File: config.mk
export PLATFORM = sky130hd
export DESIGN_NAME = i2c_master_byte_engine_core
export DESIGN_NICKNAME = d
export VERILOG_FILES = /design/src/rtl/i2cme_pkg.sv /design/src/rtl/i2c_master_byte_engine_core.sv
export SDC_FILE = /design/constraint.sdc
export NUM_CORES = 1
export LEC_CHECK = 0
export BUFFER_PORTS_ARGS = -buffer_cell sky130_fd_sc_hd__buf_2
export CORE_ASPECT_RATIO = 1.1
export CORE_UTILIZATION = 32
export CTS_BUF_LIST = sky130_fd_sc_hd__clkbuf_16
export DETAILED_ROUTE_END_ITERATION = 6
export PLACE_DENSITY = 0.54
export SLEW_MARGIN = 20
export SYNTH_ARGS = -nofsm -noshare
export SYNTH_HDL_FRONTEND = slang
export SYNTH_SLANG_ARGS = --single-unit
File: constraint.sdc
create_clock -name i_clk -period 4.6 [get_ports i_clk]
set_input_delay 0.69 -clock i_clk [delete_from_list [all_inputs] [get_ports i_clk]]
set_output_delay 0.69 -clock i_clk [all_outputs]
set_load 0.01 [all_outputs]
File: src/rtl/i2cme_pkg.sv
package i2cme_pkg;

    // Command codes carried on the input tuser field
    localparam logic [2:0] OP_TICK    = 3'd0;
    localparam logic [2:0] OP_START   = 3'd1;
    localparam logic [2:0] OP_RESTART = 3'd2;
    localparam logic [2:0] OP_WRITE   = 3'd3;
    localparam logic [2:0] OP_READ    = 3'd4;
    localparam logic [2:0] OP_STOP    = 3'd5;

    localparam int OP_W      = 3;
    localparam int IN_DATA_W  = 16;
    localparam int OUT_DATA_W = 16;
    localparam int UNIT_W     = 16;
    localparam int WAIT_W     = 4;
    localparam int BIT_IDX_W  = 4;

    localparam logic [UNIT_W-1:0] UNIT_TICKS_RESET = 16'd250;
    localparam logic [7:0]        MSB_MASK         = 8'h80;

    // Wait lengths in timing units
    localparam logic [WAIT_W-1:0] WAIT_1 = 4'd1;
    localparam logic [WAIT_W-1:0] WAIT_4 = 4'd4;
    localparam logic [WAIT_W-1:0] WAIT_5 = 4'd5;
    localparam logic [WAIT_W-1:0] WAIT_8 = 4'd8;

    // Output tdata bit positions
    localparam int O_SCL  = 0;
    localparam int O_SDA  = 1;
    localparam int O_BUSY = 2;
    localparam int O_DONE = 3;
    localparam int O_RX   = 4;
    localparam int O_ACK  = 12;
    localparam int O_REJ  = 13;

    // APB register map (byte addresses)
    localparam int          APB_ADDR_W    = 3;
    localparam logic [APB_ADDR_W-1:0] ADDR_UNIT_TICKS = 3'd0;

    typedef enum logic [4:0] {
        PH_IDLE = 5'd0,
        PH_ST0  = 5'd1,
        PH_ST1  = 5'd2,
        PH_RS0  = 5'd3,
        PH_RS1  = 5'd4,
        PH_RS2  = 5'd5,
        PH_WB0  = 5'd6,
        PH_WB1  = 5'd7,
        PH_WB2  = 5'd8,
        PH_WA0  = 5'd9,
        PH_WA1  = 5'd10,
        PH_WA2  = 5'd11,
        PH_RB0  = 5'd12,
        PH_RB1  = 5'd13,
        PH_RD0  = 5'd14,
        PH_RD1  = 5'd15,
        PH_RD2  = 5'd16,
        PH_AK0  = 5'd17,
        PH_AK1  = 5'd18,
        PH_AK2  = 5'd19,
        PH_NK0  = 5'd20,
        PH_NK1  = 5'd21,
        PH_NK2  = 5'd22,
        PH_NK3  = 5'd23,
        PH_SP0  = 5'd24,
        PH_SP1  = 5'd25
    } t_phase;

endpackage

File: src/rtl/i2c_master_byte_engine_core.sv
// I2C master byte engine. Every accepted input transaction is one tick of
// the bit timer. While the engine is idle, the tuser command may start a
// sequence (start, repeated start, write byte, read byte + ACK/NACK, stop);
// the engine then walks its SCL/SDA drive steps, each step waiting a whole
// number of timing units of unit_ticks ticks (register at byte address 0,
// reset 250, 0 behaves as 1). Each input transaction yields exactly one
// output transaction with the line drive and status after that tick.
// Rate: one transaction per cycle unless stalled; the result is registered
// in the single output register, the only stage, so input stalls only when
// that register is full and the sink holds i_m_axis_tready low.
// Commands arriving while busy (including the finishing tick) are dropped
// and flagged with cmd_rejected. Write unit_ticks only while idle.
module i2c_master_byte_engine_core
    import i2cme_pkg::*;
(
    input  logic                  i_clk,
    input  logic                  i_rst_n,
    // input stream
    input  logic                  i_s_axis_tvalid,
    output logic                  o_s_axis_tready,
    // [7:0] tx_byte, [8] send_ack, [9] sda_in, [15:10] zero
    input  logic [IN_DATA_W-1:0]  i_s_axis_tdata,
    // [2:0] op
    input  logic [OP_W-1:0]       i_s_axis_tuser,
    // output stream
    output logic                  o_m_axis_tvalid,
    input  logic                  i_m_axis_tready,
    // [0] scl_level, [1] sda_level, [2] busy_res, [3] done_res,
    // [11:4] rx_byte, [12] ack_received, [13] cmd_rejected, [15:14] zero
    output logic [OUT_DATA_W-1:0] o_m_axis_tdata,
    // APB configuration
    input  logic                  psel,
    input  logic                  penable,
    input  logic                  pwrite,
    input  logic [APB_ADDR_W-1:0] paddr,
    input  logic [31:0]           pwdata,
    output logic [31:0]           prdata,
    output logic                  pready
);

    // engine state
    t_phase               r_phase, n_phase;
    logic [BIT_IDX_W-1:0] r_bit_index, n_bit_index;
    logic [7:0]           r_shift, n_shift;
    logic [UNIT_W-1:0]    r_tick, n_tick;
    logic [WAIT_W-1:0]    r_units, n_units;
    logic                 r_ack_mode, n_ack_mode;
    logic                 r_ack_flag, n_ack_flag;
    logic                 r_scl, n_scl;
    logic                 r_sda, n_sda;
    logic [7:0]           r_rx_hold, n_rx_hold;
    logic [UNIT_W-1:0]    r_unit_ticks;

    // output register
    logic                  r_out_valid;
    logic [OUT_DATA_W-1:0] r_out_data;

    logic                  in_accept;
    logic                  n_done;
    logic                  n_rejected;
    logic [OUT_DATA_W-1:0] n_out_data;

    logic [OP_W-1:0] op;
    logic [7:0]      tx_byte;
    logic            send_ack;
    logic            sda_in;

    assign op       = i_s_axis_tuser;
    assign tx_byte  = i_s_axis_tdata[7:0];
    assign send_ack = i_s_axis_tdata[8];
    assign sda_in   = i_s_axis_tdata[9];

    assign o_s_axis_tready = !r_out_valid || i_m_axis_tready;
    assign in_accept       = i_s_axis_tvalid && o_s_axis_tready;
    assign o_m_axis_tvalid = r_out_valid;
    assign o_m_axis_tdata  = r_out_data;

    // ---------------- APB ----------------
    assign pready = 1'b1;
    assign prdata = (paddr == ADDR_UNIT_TICKS) ? {16'd0, r_unit_ticks} : 32'd0;

    always_ff @(posedge i_clk) begin
        if (!i_rst_n) begin
            r_unit_ticks <= UNIT_TICKS_RESET;
        end else if (psel && penable && pwrite && pready && paddr == ADDR_UNIT_TICKS) begin
            r_unit_ticks <= pwdata[UNIT_W-1:0];
        end
    end

    // ---------------- tick logic ----------------
    always_comb begin
        logic [UNIT_W-1:0]    unit;
        logic [UNIT_W-1:0]    tc;
        logic                 go;
        t_phase               step;
        t_phase               nxt;
        logic [WAIT_W-1:0]    wait_units;
        logic [BIT_IDX_W-1:0] bi;

        n_phase     = r_phase;
        n_bit_index = r_bit_index;
        n_shift     = r_shift;
        n_tick      = r_tick;
        n_units     = r_units;
        n_ack_mode  = r_ack_mode;
        n_ack_flag  = r_ack_flag;
        n_scl       = r_scl;
        n_sda       = r_sda;
        n_rx_hold   = r_rx_hold;
        n_done      = 1'b0;
        n_rejected  = 1'b0;
        go          = 1'b0;
        step        = PH_IDLE;
        nxt         = PH_IDLE;
        wait_units  = WAIT_4;
        bi          = r_bit_index + 1'b1;
        unit        = (r_unit_ticks == '0) ? {{(UNIT_W-1){1'b0}}, 1'b1} : r_unit_ticks;
        tc          = r_tick + 1'b1;

        if (r_phase == PH_IDLE) begin
            n_bit_index = '0;
            case (op)
                OP_START: begin
                    go   = 1'b1;
                    step = PH_ST0;
                end
                OP_RESTART: begin
                    go   = 1'b1;
                    step = PH_RS0;
                end
                OP_WRITE: begin
                    n_shift = tx_byte;
                    go      = 1'b1;
                    step    = PH_WB0;
                end
                OP_READ: begin
                    n_shift    = 8'd0;
                    n_ack_mode = send_ack;
                    go         = 1'b1;
                    step       = PH_RB0;
                end
                OP_STOP: begin
                    go   = 1'b1;
                    step = PH_SP0;
                end
                default: ;
            endcase
        end else begin
            n_rejected = (op != OP_TICK);
            if (tc >= unit) begin
                n_tick = '0;
                if (r_units <= WAIT_1) begin
                    // successor step; bit loops advance here
                    case (r_phase)
                        PH_ST0: nxt = PH_ST1;
                        PH_RS0: nxt = PH_RS1;
                        PH_RS1: nxt = PH_RS2;
                        PH_WB0: nxt = PH_WB1;
                        PH_WB1: nxt = PH_WB2;
                        PH_WB2: begin
                            n_shift     = {r_shift[6:0], 1'b0};
                            n_bit_index = bi;
                            nxt         = (bi < BIT_IDX_W'(8)) ? PH_WB0 : PH_WA0;
                        end
                        PH_WA0: nxt = PH_WA1;
                        PH_WA1: nxt = PH_WA2;
                        PH_RB0: nxt = PH_RB1;
                        PH_RB1: nxt = PH_RD0;
                        PH_RD0: nxt = PH_RD1;
                        PH_RD1: nxt = PH_RD2;
                        PH_RD2: begin
                            n_bit_index = bi;
                            if (bi < BIT_IDX_W'(8)) begin
                                nxt = PH_RD0;
                            end else begin
                                nxt = r_ack_mode ? PH_AK0 : PH_NK0;
                            end
                        end
                        PH_AK0: nxt = PH_AK1;
                        PH_AK1: nxt = PH_AK2;
                        PH_NK0: nxt = PH_NK1;
                        PH_NK1: nxt = PH_NK2;
                        PH_NK2: nxt = PH_NK3;
                        PH_SP0: nxt = PH_SP1;
                        default: nxt = PH_IDLE;
                    endcase
                    n_units = '0;
                    if (nxt == PH_IDLE) begin
                        if (r_phase == PH_AK2 || r_phase == PH_NK3) begin
                            n_rx_hold = n_shift;
                        end
                        n_phase = PH_IDLE;
                        n_done  = 1'b1;
                    end else begin
                        go   = 1'b1;
                        step = nxt;
                    end
                end else begin
                    n_units = r_units - 1'b1;
                end
            end else begin
                n_tick = tc;
            end
        end

        // step entry: line changes happen on the first tick of the step
        if (go) begin
            case (step)
                PH_ST1: n_sda = 1'b0;
                PH_RS0: n_sda = 1'b1;
                PH_RS1: n_scl = 1'b1;
                PH_RS2: n_sda = 1'b0;
                PH_WB0: n_scl = 1'b0;
                PH_WB1: n_sda = |(n_shift & MSB_MASK);
                PH_WB2: begin
                    n_scl      = 1'b1;
                    wait_units = WAIT_8;
                end
                PH_WA0: begin
                    n_scl      = 1'b0;
                    n_sda      = 1'b1;
                    wait_units = WAIT_8;
                end
                PH_WA1: begin
                    n_scl      = 1'b1;
                    n_ack_flag = !sda_in;   // slave pulls low to ACK
                    wait_units = WAIT_8;
                end
                PH_WA2: begin
                    n_scl      = 1'b0;
                    n_sda      = 1'b0;
                    wait_units = WAIT_8;
                end
                PH_RB0: n_scl = 1'b0;
                PH_RB1: n_sda = 1'b1;
                PH_RD0: n_scl = 1'b1;
                PH_RD1: n_shift = {n_shift[6:0], sda_in};
                PH_RD2: begin
                    n_scl      = 1'b0;
                    wait_units = WAIT_8;
                end
                PH_AK0: n_sda = 1'b0;
                PH_AK1: begin
                    n_scl      = 1'b1;
                    wait_units = WAIT_8;
                end
                PH_AK2: begin
                    n_scl      = 1'b0;
                    wait_units = WAIT_8;
                end
                PH_NK0: begin
                    n_sda      = 1'b1;
                    wait_units = WAIT_1;
                end
                PH_NK1: begin
                    n_scl      = 1'b1;
                    wait_units = WAIT_5;
                end
                PH_NK2: begin
                    n_scl      = 1'b0;
                    wait_units = WAIT_1;
                end
                PH_NK3: n_sda = 1'b0;
                PH_SP0: n_scl = 1'b1;
                PH_SP1: n_sda = 1'b1;
                default: ;
            endcase
            n_phase = step;
            n_units = wait_units;
            n_tick  = '0;
        end
    end

    always_comb begin
        n_out_data                 = '0;
        n_out_data[O_SCL]          = n_scl;
        n_out_data[O_SDA]          = n_sda;
        n_out_data[O_BUSY]         = (n_phase != PH_IDLE);
        n_out_data[O_DONE]         = n_done;
        n_out_data[O_RX +: 8]      = n_rx_hold;
        n_out_data[O_ACK]          = n_ack_flag;
        n_out_data[O_REJ]          = n_rejected;
    end

    always_ff @(posedge i_clk) begin
        if (!i_rst_n) begin
            r_phase     <= PH_IDLE;
            r_bit_index <= '0;
            r_shift     <= '0;
            r_tick      <= '0;
            r_units     <= '0;
            r_ack_mode  <= 1'b0;
            r_ack_flag  <= 1'b0;
            r_scl       <= 1'b1;
            r_sda       <= 1'b1;
            r_rx_hold   <= '0;
            r_out_valid <= 1'b0;
        end else begin
            if (in_accept) begin
                r_phase     <= n_phase;
                r_bit_index <= n_bit_index;
                r_shift     <= n_shift;
                r_tick      <= n_tick;
                r_units     <= n_units;
                r_ack_mode  <= n_ack_mode;
                r_ack_flag  <= n_ack_flag;
                r_scl       <= n_scl;
                r_sda       <= n_sda;
                r_rx_hold   <= n_rx_hold;
                r_out_valid <= 1'b1;
            end else if (i_m_axis_tready) begin
                r_out_valid <= 1'b0;
            end
        end
    end

    always_ff @(posedge i_clk) begin
        if (in_accept) begin
            r_out_data <= n_out_data;
        end
    end

endmodule

==> summary.md <==
| Metric | Value |
|---|---|
| Status | `complete, no violations` |
| Synth top area share | `0.254` |
| PD cells | `303 nW/µm²` |
| Ys async rst share | `0` |
| I/O Buffers | `70` |
| Max cap viols | `0` |
| H-tree levels | `3` |
| Met2 Use GR | `0.293` |
| CTS root buffer | `clkbuf_16` |
| Placer congestion estimate | `0.877` |
| Compound-cell area share of the yosys netlist | `0.228` |
| Min Hold Slack | `0.461 ns` |
| Initial DRC Count | `313` |
| Filler cells | `1638` |
| Area of the multi-input gates | `3280 µm²` |
| Pre-antenna DRT Iters | `4` |
| Tightest Pin Transition | `1.01 ns` |
| Post-CTS Hold Fix Bufs | `0` |
| Reg2reg path depth | `19` |
| Initial antenna violation count | `0` |
| Layer with the highest usage | `met2` |
| Area contributors post-synth | `dfxtp_1 (25%), edfxtp_1 (8.1%), nand2_1 (7.4%), ha_1 (4.8%), o21ai_0 (4.2%)` |
| Crit path time final | `4.51 ns` |
| Reg2reg start | `r_tick[1]` |
| CTS Buf Count | `9` |
| Sequential Area | `1750 µm²` |
| Grt total ovfl | `0` |
| R2r setup slk | `0.09 ns` |
| Die ar. | `16800 µm²` |
| # DRC | `0` |
| Die Height | `136 µm` |
| Post-synth cell types | `66` |
| Post-Synth Simple-Gate Area | `0.250` |
| Site Rows | `48` |
| Nets | `814` |
| Largest family of logic cells by synthesized area | `simple AND/OR/NAND/NOR gates` |
| TritonCTS clock tree | `yes` |
| Post-Synth XOR/XNOR Area | `0.0336` |
| Final period utilization | `0.980` |
| Final WS setup | `0.0908 ns` |
| DP Worst Slack | `-0.00623 ns` |
| Worst vdd ir | `0.151 mV` |
| Post-synth EDFFs | `14` |
| Hold Path Class | `flop to flop` |
| Yosys top cell by area | `dfxtp_1` |
| Final Cell Area | `6330 µm²` |
| Worst endpoint data arrival time | `4.76 ns` |
| Power Total | `1.92 mW` |
| Clock sink count | `80` |
| Critical Path Start | `r_tick[1]` |
| Fmax | `222 MHz` |
| Via-per-instance ratio | `5.20` |
| CP Launch Type | `flop` |
| Fraction of layout cells with a size suffix above 1 | `0.201` |
| Total GRT Usage | `0.169` |
| Top-count cell post-synth | `nand2_1` |
| CP endpoint | `r_shift[6]` |
| Vias in the first global route | `4535` |
| #FFs+latches synth | `80` |
| Placeable core region | `15800 µm²` |
| Finished Core Util | `0.401` |
| Syn Inst Count | `656` |
| Slew Limit Fails | `0` |
| Post-synth top cells | `nand2_1 (103), dfxtp_1 (66), o21ai_0 (44)` |
| Mapped Avg Cell Area | `7.94 µm²` |
| Largest net degree at the start of global routing | `68` |
| FF-to-FF End | `r_shift[6]` |
| Post-Synth Adder-Cell Area | `0.0519` |
| RSZ-0062 raised after global routing | `true` |
| Vias | `4873` |
| Clock Tree Buf Depth | `2` |
| Die Wd | `124 µm` |
| Initial Utilization | `0.330` |
| Mux contribution to synthesized area | `0.0307` |
| Global-route wire length before repair | `22300 µm` |
| Crit path max fanout | `8` |
| Setup Skew | `0.00621 ns` |
| Leak pwr | `2.67 nW` |
| Area Overhead vs Synth | `21.5%` |
| GRT met1 Usage | `0.205` |
| Worst slew margin | `0.323` |
| Routed len/inst | `14.8 µm` |
| Mapped cell area | `5210 µm²` |
| IO Pins | `112` |
| Reg clk slew, reported paths | `0.07 ns` |
| Part of the Yosys area used for sequential elements | `0.334` |
| Worst-skew pair later-pin latency | `0.35 ns` |
| Antenna Nets Post-Route | `0` |
| Final setup fails | `0` |
| Met3 Usage GRT | `0.0357` |
| Hpwl dp | `9790 µm` |
| Worst path required time | `4.85 ns` |
| Most used DFF post-synth | `dfxtp_1` |
| Worst Setup End Kind | `flop` |
| Critical path class | `flop to flop` |
| Hold Fails Final Rpt | `0` |
| Wirelength, routed | `13800 µm` |
| Placed cell areas | `5840 µm²` |
| Diode count | `0` |
| Ys Warns | `0` |
## registers in the layout (all words and copies together) (netlist names)
register and flops:
o_m_axis_tdata 14, o_m_axis_tvalid 1, r_ack_flag 1, r_ack_mode 1
r_bit_index 4, r_phase 5, r_rx_hold 8, r_scl 1
r_sda 1, r_shift 8, r_tick 16, r_unit_ticks 16
r_units 4
## worst max-delay path, stage by stage, from the launching register on
cell,delay [ns]
dfxtp_4,0.36
ha_4,0.16
and3_4,0.17
and3_4,0.18
and3_4,0.19
and3_4,0.20
buf_6,0.12
xor2_2,0.14
ha_1,0.30
nand4_1,0.14
or4_1,0.52
o32a_1,0.44
a31oi_4,0.30
buf_6,0.16
a21oi_4,0.06
nor4_4,0.35
buf_12,0.17
mux2i_1,0.20
o21ai_1,0.07
and2_1,0.16
## power breakdown
group	internal (mW)	leakage (nW)	switching, mW
Combinational	0.135	1.84	0.222
Clock	0.478	0.162	0.311
Sequential	0.743	0.675	0.0295
Total	1.35	2.67	0.563
## per-stage QoR
step	cells	setup TNS [ns]
after floorplan	673	0
after global placement	914	0
after detailed placement	914	-0.00623
after CTS	931	0
after global routing	938	-0.942
final	938	0
## layer usage
layer  wire, µm  vias up  share of wire
li1           -     2430              -
met3        547       18          0.040
met1       6250     2314           0.45
met5          0        -              0
met2       6830      111           0.49
met4        208        0          0.015
## what timing repair did
action	in CTS	in global routing
gates resized for setup	1	23
gates cloned	0	0
pin swaps	2	13
setup endpoints to repair	6	21
setup buffers	1	7
endpoints found under the hold margin	0	0
## worst min path at each step
stage	start	endpoint	slack (ns)	depth (start not counted)
final	r_rx_hold[7]	r_rx_hold[7]	0.46	2
after global routing	r_rx_hold[3]	r_rx_hold[3]	0.49	2
after CTS	r_rx_hold[7]	r_rx_hold[7]	0.46	2
after detailed placement	r_rx_hold[7]	r_rx_hold[7]	0.46	2
after global placement	r_rx_hold[7]	r_rx_hold[7]	0.44	2
after floorplan	r_rx_hold[7]	r_rx_hold[7]	0.44	2
## cell families after synthesis
group | count (synthesis)
xor gates and xnor gates | 20
muxes | 16
adders and majority gates | 22
AOI/OAI and AO/OA | 175
other | 2
buffers and inverters | 78
and+or+nand+nor | 263
DFF | 80
## layout make-up
| cell class | instances | area share |
|---|---|---|
| clock inverter | 7 | 0.0150 |
| inverter | 23 | 0.0136 |
| tap | 200 | 0.0395 |
| clock buffer | 9 | 0.0356 |
| sequential | 80 | 0.277 |
| multi-input combinational | 515 | 0.518 |
| timing repair buffer | 104 | 0.102 |
## cells in the final DEF (no fill, tap or decap), types with 4 or more instances in the layout
cell type  synthesis  layout
nor3_1             8       8
and3_1            12       8
a21boi_0          29      28
nand3_1           12       8
nor4_1             4       4
a21boi_1           5       6
a221o_1            5       5
conb_1             2      19
clkbuf_16          0       9
or3_1              4       4
o2111ai_1          4       4
edfxtp_1          14      14
dfxtp_1           66      61
nand4_1            5       5
nor3b_1            5       5
o21ai_0           44      42
dfxtp_2            0       4
ha_1              20      19
nor2_1            43      42
and2_1            35      35
xnor2_1           10       9
xor2_1            10       9
nand2_1          103     103
and3_4             0       4
buf_2              0      69
nand3b_1           8       8
a21oi_1           31      30
a21o_1             5       5
nand3_2            0       4
nor2b_1           10      10
nand2b_1           5       5
o21ai_1            7       9
buf_4             19      30
mux2i_1           16      16
inv_1             22      23
o211ai_1          11      11
Note: power is estimated with default switching activity, not from simulation.
